## src/hdl/qds_pkg.sv

```systemverilog
`default_nettype none

package qds_pkg;

  localparam int unsigned TIME_W      = 32;
  localparam int unsigned THR_W       = 16;
  localparam int unsigned ACC_W       = 4;
  localparam int unsigned STEP_W      = 3;
  localparam int unsigned RING_DEPTH  = 4;
  localparam int unsigned SPEED_SHIFT = 2;
  localparam int unsigned ADDR_W      = 3;
  localparam int unsigned DATA_W      = 32;

  localparam logic [THR_W-1:0] THR_RESET = 16'd30;

  localparam logic signed [ACC_W-1:0] ACC_DETENT = 4'sd4;

  // register index, taken from paddr above the byte offset
  localparam logic [ADDR_W-3:0] REG_THRESHOLD = 1'b0;

  typedef enum logic {
    REQ_SEED = 1'b0,
    REQ_EDGE = 1'b1
  } req_e;

  typedef enum logic {
    DIR_CW  = 1'b0,
    DIR_CCW = 1'b1
  } dir_e;

  // code: bits 1:0 old b,a; bits 3:2 new b,a
  localparam logic signed [STEP_W-1:0] STEP_TABLE [16] = '{
    3'sd0, -3'sd1, 3'sd1, -3'sd2,
    3'sd1, 3'sd0, 3'sd2, -3'sd1,
    -3'sd1, 3'sd2, 3'sd0, 3'sd1,
    -3'sd2, 3'sd1, -3'sd1, 3'sd0
  };

  typedef struct packed {
    req_e              req_type;
    logic              chan_a;
    logic              chan_b;
    logic [TIME_W-1:0] time_ms;
    logic              button_held;
  } item_t;

  typedef struct packed {
    logic emit;
    dir_e direction;
    logic speed_fast;
    logic pressed_during_turn;
  } res_t;

endpackage

`default_nettype wire

```

## src/hdl/qds_in_if.sv

```systemverilog
`default_nettype none

interface qds_in_if;
  import qds_pkg::*;

  logic              valid;
  logic              ready;
  logic              req_type;
  logic              chan_a;
  logic              chan_b;
  logic [TIME_W-1:0] time_ms;
  logic              button_held;

  modport source (
    output valid, req_type, chan_a, chan_b, time_ms, button_held,
    input  ready
  );

  modport sink (
    input  valid, req_type, chan_a, chan_b, time_ms, button_held,
    output ready
  );
endinterface

`default_nettype wire

```

## src/hdl/qds_out_if.sv

```systemverilog
`default_nettype none

interface qds_out_if;
  logic valid;
  logic ready;
  logic direction;
  logic speed_fast;
  logic pressed_during_turn;

  modport source (
    output valid, direction, speed_fast, pressed_during_turn,
    input  ready
  );

  modport sink (
    input  valid, direction, speed_fast, pressed_during_turn,
    output ready
  );
endinterface

`default_nettype wire

```

## src/hdl/quadrature_decoder_with_speed_unit.sv

```systemverilog
// channel   dir  kind     payload
// req_i     in   req      req_type, chan_a, chan_b, time_ms, button_held
// rsp_o     out  detent   direction, speed_fast, pressed_during_turn
// apb       in   config   fast_threshold_ms at byte address 0
//
// one request per cycle unless rsp_o stalls; a detent passes the input then the result register
// input register, transition table, accumulator and ring update in one pass
// a request that causes no detent is dropped after its pass
// rsp_o stall holds the result register; req_i keeps flowing until both fill
// reset clears levels, accumulator, ring stamps and pointer; threshold to 30
`default_nettype none

module quadrature_decoder_with_speed_unit #(
  parameter int unsigned RingDepth = qds_pkg::RING_DEPTH
) (
  input  logic                       clk_i,
  input  logic                       rst_ni,
  qds_in_if.sink                     req_i,
  qds_out_if.source                  rsp_o,
  input  logic                       psel,
  input  logic                       penable,
  input  logic                       pwrite,
  input  logic [qds_pkg::ADDR_W-1:0] paddr,
  input  logic [qds_pkg::DATA_W-1:0] pwdata,
  output logic [qds_pkg::DATA_W-1:0] prdata,
  output logic                       pready
);
  import qds_pkg::*;

  logic             in_vld_q;
  item_t            item_q, item_d;
  logic             out_vld_q;
  logic             dir_q, fast_q, btn_q;
  logic [THR_W-1:0] thr_q;
  logic             advance, cfg_wr, thr_sel;
  res_t             res;

  assign advance     = in_vld_q & (~out_vld_q | rsp_o.ready);
  assign req_i.ready = ~in_vld_q | advance;

  always_comb begin
    item_d.req_type    = req_e'(req_i.req_type);
    item_d.chan_a      = req_i.chan_a;
    item_d.chan_b      = req_i.chan_b;
    item_d.time_ms     = req_i.time_ms;
    item_d.button_held = req_i.button_held;
  end

  always_ff @(posedge clk_i or negedge rst_ni) begin
    if (!rst_ni) begin
      in_vld_q <= 1'b0;
    end else if (req_i.ready) begin
      in_vld_q <= req_i.valid;
    end
  end

  always_ff @(posedge clk_i) begin
    if (req_i.valid && req_i.ready) begin
      item_q <= item_d;
    end
  end

  qds_track #(
    .RingDepth (RingDepth)
  ) u_track (
    .clk_i  (clk_i),
    .rst_ni (rst_ni),
    .fire_i (advance),
    .item_i (item_q),
    .thr_i  (thr_q),
    .res_o  (res)
  );

  always_ff @(posedge clk_i or negedge rst_ni) begin
    if (!rst_ni) begin
      out_vld_q <= 1'b0;
    end else if (advance) begin
      out_vld_q <= res.emit;
    end else if (rsp_o.ready) begin
      out_vld_q <= 1'b0;
    end
  end

  always_ff @(posedge clk_i) begin
    if (advance && res.emit) begin
      dir_q  <= res.direction;
      fast_q <= res.speed_fast;
      btn_q  <= res.pressed_during_turn;
    end
  end

  assign rsp_o.valid               = out_vld_q;
  assign rsp_o.direction           = dir_q;
  assign rsp_o.speed_fast          = fast_q;
  assign rsp_o.pressed_during_turn = btn_q;

  // config port
  assign pready  = 1'b1;
  assign thr_sel = paddr[ADDR_W-1:2] == REG_THRESHOLD;
  assign cfg_wr  = psel & penable & pwrite & pready;
  assign prdata  = thr_sel ? DATA_W'(thr_q) : '0;

  always_ff @(posedge clk_i or negedge rst_ni) begin
    if (!rst_ni) begin
      thr_q <= THR_RESET;
    end else if (cfg_wr && thr_sel) begin
      thr_q <= pwdata[THR_W-1:0];
    end
  end

  a_thr_hold: assert property (@(posedge clk_i) disable iff (!rst_ni)
    !(cfg_wr && thr_sel) |=> $stable(thr_q))
    else $error("threshold changed without write");

endmodule

`default_nettype wire

```

## src/hdl/qds_track.sv

```systemverilog
`default_nettype none

module qds_track #(
  parameter int unsigned RingDepth = qds_pkg::RING_DEPTH
) (
  input  logic                       clk_i,
  input  logic                       rst_ni,
  input  logic                       fire_i,
  input  qds_pkg::item_t             item_i,
  input  logic [qds_pkg::THR_W-1:0]  thr_i,
  output qds_pkg::res_t              res_o
);
  import qds_pkg::*;

  localparam int unsigned PtrW = $clog2(RingDepth);

  logic [1:0]                    prev_q, prev_d;
  logic signed [ACC_W-1:0]       acc_q, acc_d, acc_sum;
  logic [PtrW-1:0]               ptr_q, ptr_d, ptr_nxt;
  logic [TIME_W-1:0]             ring_q [RingDepth];
  logic [TIME_W-1:0]             span;
  logic [3:0]                    code;
  logic signed [STEP_W-1:0]      step;
  logic                          is_edge, up, down;

  always_comb begin
    code    = {item_i.chan_b, item_i.chan_a, prev_q};
    step    = STEP_TABLE[code];
    acc_sum = acc_q + {step[STEP_W-1], step};
    up      = acc_sum >= ACC_DETENT;
    down    = acc_sum <= -ACC_DETENT;
    is_edge = item_i.req_type == REQ_EDGE;

    // slot after the one written now holds the oldest stamp
    ptr_nxt = (ptr_q == PtrW'(RingDepth - 1)) ? '0 : ptr_q + 1'b1;
    span    = item_i.time_ms - ring_q[ptr_nxt];

    res_o.emit                = is_edge & (up | down);
    res_o.direction           = down ? DIR_CCW : DIR_CW;
    res_o.speed_fast          = span[TIME_W-1:SPEED_SHIFT] < (TIME_W - SPEED_SHIFT)'(thr_i);
    res_o.pressed_during_turn = item_i.button_held;

    prev_d = {item_i.chan_b, item_i.chan_a};
    if (!is_edge) begin
      acc_d = acc_q;
    end else if (up) begin
      acc_d = acc_sum - ACC_DETENT;
    end else if (down) begin
      acc_d = acc_sum + ACC_DETENT;
    end else begin
      acc_d = acc_sum;
    end
    ptr_d = res_o.emit ? ptr_nxt : ptr_q;
  end

  always_ff @(posedge clk_i or negedge rst_ni) begin
    if (!rst_ni) begin
      prev_q <= '0;
      acc_q  <= '0;
      ptr_q  <= '0;
      for (int i = 0; i < RingDepth; i++) begin
        ring_q[i] <= '0;
      end
    end else if (fire_i) begin
      prev_q <= prev_d;
      acc_q  <= acc_d;
      ptr_q  <= ptr_d;
      if (res_o.emit) begin
        ring_q[ptr_q] <= item_i.time_ms;
      end
    end
  end

  a_acc_after_detent: assert property (@(posedge clk_i) disable iff (!rst_ni)
    fire_i && res_o.emit |=> (acc_q >= -4'sd3) && (acc_q <= 4'sd3))
    else $error("accumulator out of range after detent");

  a_ptr_hold: assert property (@(posedge clk_i) disable iff (!rst_ni)
    !(fire_i && res_o.emit) |=> $stable(ptr_q))
    else $error("ring pointer moved without detent");

  a_seed_silent: assert property (@(posedge clk_i) disable iff (!rst_ni)
    fire_i && (item_i.req_type == REQ_SEED) |-> !res_o.emit)
    else $error("seed request produced a detent");

endmodule

`default_nettype wire

```

## src/flat_wrapper.sv

```systemverilog
// flat-port wrapper written by rule: the top's interface ports become plain ports
module quadrature_decoder_with_speed_unit_flat import qds_pkg::*;
#(
  parameter int unsigned RingDepth = qds_pkg::RING_DEPTH
)
  (clk_i, rst_ni, psel, penable, pwrite, paddr, pwdata, prdata, pready, req_i_valid, req_i_req_type, req_i_chan_a, req_i_chan_b, req_i_time_ms, req_i_button_held, req_i_ready, rsp_o_valid, rsp_o_direction, rsp_o_speed_fast, rsp_o_pressed_during_turn, rsp_o_ready);
  qds_in_if req_i_i ();
  qds_out_if rsp_o_i ();
  input  logic clk_i;
  input  logic rst_ni;
  input  logic psel;
  input  logic penable;
  input  logic pwrite;
  input  logic [qds_pkg::ADDR_W-1:0] paddr;
  input  logic [qds_pkg::DATA_W-1:0] pwdata;
  output logic [qds_pkg::DATA_W-1:0] prdata;
  output logic pready;
  input wire logic [$bits(req_i_i.valid)-1:0] req_i_valid;
  input wire logic [$bits(req_i_i.req_type)-1:0] req_i_req_type;
  input wire logic [$bits(req_i_i.chan_a)-1:0] req_i_chan_a;
  input wire logic [$bits(req_i_i.chan_b)-1:0] req_i_chan_b;
  input wire logic [$bits(req_i_i.time_ms)-1:0] req_i_time_ms;
  input wire logic [$bits(req_i_i.button_held)-1:0] req_i_button_held;
  output wire logic [$bits(req_i_i.ready)-1:0] req_i_ready;
  output wire logic [$bits(rsp_o_i.valid)-1:0] rsp_o_valid;
  output wire logic [$bits(rsp_o_i.direction)-1:0] rsp_o_direction;
  output wire logic [$bits(rsp_o_i.speed_fast)-1:0] rsp_o_speed_fast;
  output wire logic [$bits(rsp_o_i.pressed_during_turn)-1:0] rsp_o_pressed_during_turn;
  input wire logic [$bits(rsp_o_i.ready)-1:0] rsp_o_ready;
  assign req_i_i.valid = req_i_valid;
  assign req_i_i.req_type = req_i_req_type;
  assign req_i_i.chan_a = req_i_chan_a;
  assign req_i_i.chan_b = req_i_chan_b;
  assign req_i_i.time_ms = req_i_time_ms;
  assign req_i_i.button_held = req_i_button_held;
  assign req_i_ready = req_i_i.ready;
  assign rsp_o_valid = rsp_o_i.valid;
  assign rsp_o_direction = rsp_o_i.direction;
  assign rsp_o_speed_fast = rsp_o_i.speed_fast;
  assign rsp_o_pressed_during_turn = rsp_o_i.pressed_during_turn;
  assign rsp_o_i.ready = rsp_o_ready;
  quadrature_decoder_with_speed_unit #(.RingDepth(RingDepth)) u_core (.clk_i(clk_i), .rst_ni(rst_ni), .req_i(req_i_i), .rsp_o(rsp_o_i), .psel(psel), .penable(penable), .pwrite(pwrite), .paddr(paddr), .pwdata(pwdata), .prdata(prdata), .pready(pready));
endmodule
```

## config.mk

```make
export PLATFORM = sky130hd
export DESIGN_NAME = quadrature_decoder_with_speed_unit_flat
export DESIGN_NICKNAME = d
export VERILOG_FILES = /design/src/hdl/qds_pkg.sv /design/src/hdl/qds_in_if.sv /design/src/hdl/qds_out_if.sv /design/src/hdl/quadrature_decoder_with_speed_unit.sv /design/src/hdl/qds_track.sv /design/src/flat_wrapper.sv
export SDC_FILE = /design/constraint.sdc
export NUM_CORES = 1
export LEC_CHECK = 0
export BUFFER_PORTS_ARGS = -buffer_cell sky130_fd_sc_hd__buf_2
export CAP_MARGIN = 30
export CORE_MARGIN = 2
export CORE_UTILIZATION = 40
export CTS_BUF_LIST = sky130_fd_sc_hd__clkbuf_16
export DETAILED_ROUTE_END_ITERATION = 8
export HOLD_SLACK_MARGIN = 0.03
export MAX_ROUTING_LAYER = met4
export SYNTH_ARGS = -nofsm -noshare
export SYNTH_HDL_FRONTEND = slang
export SYNTH_SLANG_ARGS = --single-unit
```

## constraint.sdc

```tcl
create_clock -name clk_i -period 5.9 [get_ports clk_i]
set_clock_uncertainty 0.1 [all_clocks]
set_input_delay 1.18 -clock clk_i [delete_from_list [all_inputs] [get_ports clk_i]]
set_output_delay 1.18 -clock clk_i [all_outputs]
set_load 0.005 [all_outputs]
```

==> metrics.txt <==
Routed WL 22900 um; slew margin rel. 43.8%; hold_sp u_core.item_q[0]$_DFFE_PP_; combinational family with the most area after synthesis multiplexers; r2r startpoint u_core.u_track.ptr_q[0]$_DFFE_PN0P_; CTS Buffer Depth 2; DRT Pass-1 Iters 5; Ys Warns 0; most used flip-flop cell after synthesis dfrtp_1; Fin. Hold Viols 0; Yosys reg bits 193; Arr. time, crit path 5870 ps; residual DRC count 0; TritonCTS buffer count 17; Yosys top cell by area dfrtp_1; ANT cells 0; initial antenna violation count 0; final number of setup-violating endpoints 0; Initial Util 40.8%; Reg clk slew, reported paths 70 ps; placed cells 1292; EDFF count, synth 39; GRT Resource Usage Total 17.5%; syn avg cell area 12.0 um^2; class of the worst hold path flop to flop; Slew Limit Fails 0; first-pass GRT wire length 37900 um; Max Cap Viol 0; largest net degree at the start of global routing 61; Synth cell types 64; Final Critical Period 5660 ps; Most common cell on crit path buf_4; DR vias 7037; Worst Setup Start Kind flop; synthesized cell area 10600 um^2; Antenna Nets Post-Route 0; Critical Path Slowest Stage Cell or4_1; die height 167 um; Worst-Margin Slew 838 ps; Stages on worst setup path 25; Synth area leaders dfrtp_1, mux2_2, edfxtp_1, ha_1, mux4_2; crit path kind flop to flop; mux cell area share after synthesis 23.0%; Worst Setup SP u_core.u_track.ptr_q[0]$_DFFE_PN0P_; Simple-Gate Fraction of Synth Area 7.38%; Die ar. 27900 um^2; Die X 167 um; Layout Cells excl Fill 1329; # clock sinks 193; Iteration-0 DRC Markers 481; worst-skew pair later-pin latency 430 ps; Mapped Cells 884; FP Rows 59; Port Buf Inserts 80; Fin Setup TNS 0 ps; reg2reg path depth 25; Synth Area in Compound Gates 8.57%; outcome completed; Fmax 177 MHz; Clock Tree Root clkbuf_16; layout cell share with drive strength beyond 1 35.1%; worst reg2reg setup slack 240 ps; fin nets 1117; WP buf/inv 4; critical path fanouts, max 6; vias per cell 5.29; XOR/XNOR share of the synthesized area 2.06%; fin area 12200 um^2; clock tree from TritonCTS yes; routability congestion estimate 0.909; area growth from synthesis to layout 14.9%; vias in the first global route 7198; Adder-Cell Fraction of Synth Area 6.89%; DP HPWL 16600 um; Worst path max stage delay 540 ps; Worst EP required 6110 ps; placed inst area 11500 um^2; grt total ovfl 0; core area 26100 um^2; hold depth 0; top-area cell type share of the netlist area 35.3%; family with the most delay on the worst path compound AO/OA/AOI/OAI gates; drt wl/cell 17.2 um; Tcrit/Tclk final 96.0%; # IOs 116; endpoint class of the critical path flop; htree depth 4; Seq/Total Area, Yosys 47.3%; ys async rst share 79.8%
## flip-flops by register name (all words and copies together) (netlist names)
name,cells
u_core.in_vld_q,1
u_core.item_q,36
u_core.rsp_o.direction,1
u_core.rsp_o.pressed_during_turn,1
u_core.rsp_o.speed_fast,1
u_core.rsp_o.valid,1
u_core.thr_q,16
u_core.u_track.acc_q,4
u_core.u_track.prev_q,2
u_core.u_track.ptr_q,2
u_core.u_track.ring_q,128
## kinds of logic after synthesis
kind of cell,count (synthesis)
DFF,193
muxes,186
and+or+nand+nor,159
AOI/OAI and AO/OA,144
buffers and inverters,117
adders and majority gates,58
xor gates and xnor gates,25
other,2
## routing by layer
metal  vias to the layer above  GRT usage (%)  part of all wire (%)
met1                      3474           25.2                    50
met5                         -              -                     0
met4                         0           4.57                   1.2
met2                       163           26.0                    45
li1                       3381              -                     -
met3                        19           2.79                   4.4
## cell type report
type | instances | area, um^2
Clock inverter | 15 | 148
Timing Repair Buffer | 119 | 756
Tap cell | 335 | 419
Multi-Input combinational cell | 589 | 5220
Inverter | 61 | 229
Sequential cell | 193 | 5030
Fill cell | 2353 | 13800
Clock buffer | 17 | 425
## synthesized netlist by cell type, types with 2 or more instances
cell       number
a221oi_1        2
mux2i_1         7
and2_1         10
o2111ai_1       4
o211ai_1        6
and3_1          5
o21a_1          7
o21bai_1        6
xnor2_1        18
nand2b_1        3
buf_1          15
nand4_1        14
dfstp_2         4
inv_1          61
nor3_1          8
mux4_2         29
mux2_2        148
buf_4          17
a21o_1          9
ha_1           57
a31oi_1         6
edfxtp_1       39
nand3_1        12
a211oi_1        5
dfrtp_1       150
conb_1          2
clkbuf_1       23
nor2_1         47
mux4_1          2
nand2_1        39
o21ai_0        37
nand4b_1        2
a21oi_1        43
o21ai_1         2
or3_1           3
or4_1           2
o41ai_1         2
nor4_1          3
nor2b_1         3
xor2_1          7
o31ai_1         2
## stage by stage
step / setup WS (ps) / hold WS [ps] / utilization (%)
2_1_floorplan: 34.6 / 300 / -
3_3_place_gp: 19.6 / 307 / 44.2
3_5_place_dp: -10.9 / 314 / 44.2
4_1_cts: 5.62 / 330 / 46.5
5_1_grt: -58.7 / 346 / 46.9
6_report: 235 / 325 / 46.9
## placed cells by master, fill, tap and decap left out, types with 8 or more instances in the layout
cell type,count
ha_1,56
o21ai_0,36
buf_4,33
conb_1,17
edfxtp_1,39
nand3_1,12
nand2_1,39
buf_2,79
inv_1,64
xnor2_1,18
clkbuf_16,17
nor3_1,8
nand4_1,14
nor2_1,47
mux4_2,29
mux2_2,148
and2_1,9
a21o_1,9
a21oi_1,41
dfrtp_1,149
## repair_timing
| item | 4_1_cts | 5_1_grt |
|---|---|---|
| setup buffers | 0 | 4 |
| hold buffers | 0 | 0 |
| endpoints found under the setup margin | 1 | 1 |
| hold endpoints to repair | 0 | 0 |
| gates resized for setup | 1 | 18 |
| pin swaps | 0 | 6 |
## final timing paths
check / end
worst max-delay path: u_core.rsp_o.speed_fast$_DFFE_PP_
worst min-delay path: u_core.rsp_o.pressed_during_turn$_DFFE_PP_
max in group asynchronous: u_core.u_track.ring_q[80]$_DFFE_PN0P_
min in group asynchronous: u_core.u_track.ring_q[90]$_DFFE_PN0P_
worst min register to register: u_core.rsp_o.pressed_during_turn$_DFFE_PP_
worst max register to register: u_core.rsp_o.speed_fast$_DFFE_PP_
## worst reg2reg max path: cells and delay by family, from the launching register on
| family | cells | cell delay, ps |
|---|---|---|
| and+or+nand+nor | 6 | 1430 |
| buffers and inverters | 4 | 530 |
| AOI/OAI and AO/OA | 10 | 1680 |
| muxes | 1 | 490 |
| xor gates and xnor gates | 1 | 160 |
| DFF | 1 | 460 |
| adders and majority gates | 3 | 710 |
Power is not shown: default switching activity piles up to over one toggle a cycle in this logic, so the estimate is an artifact.
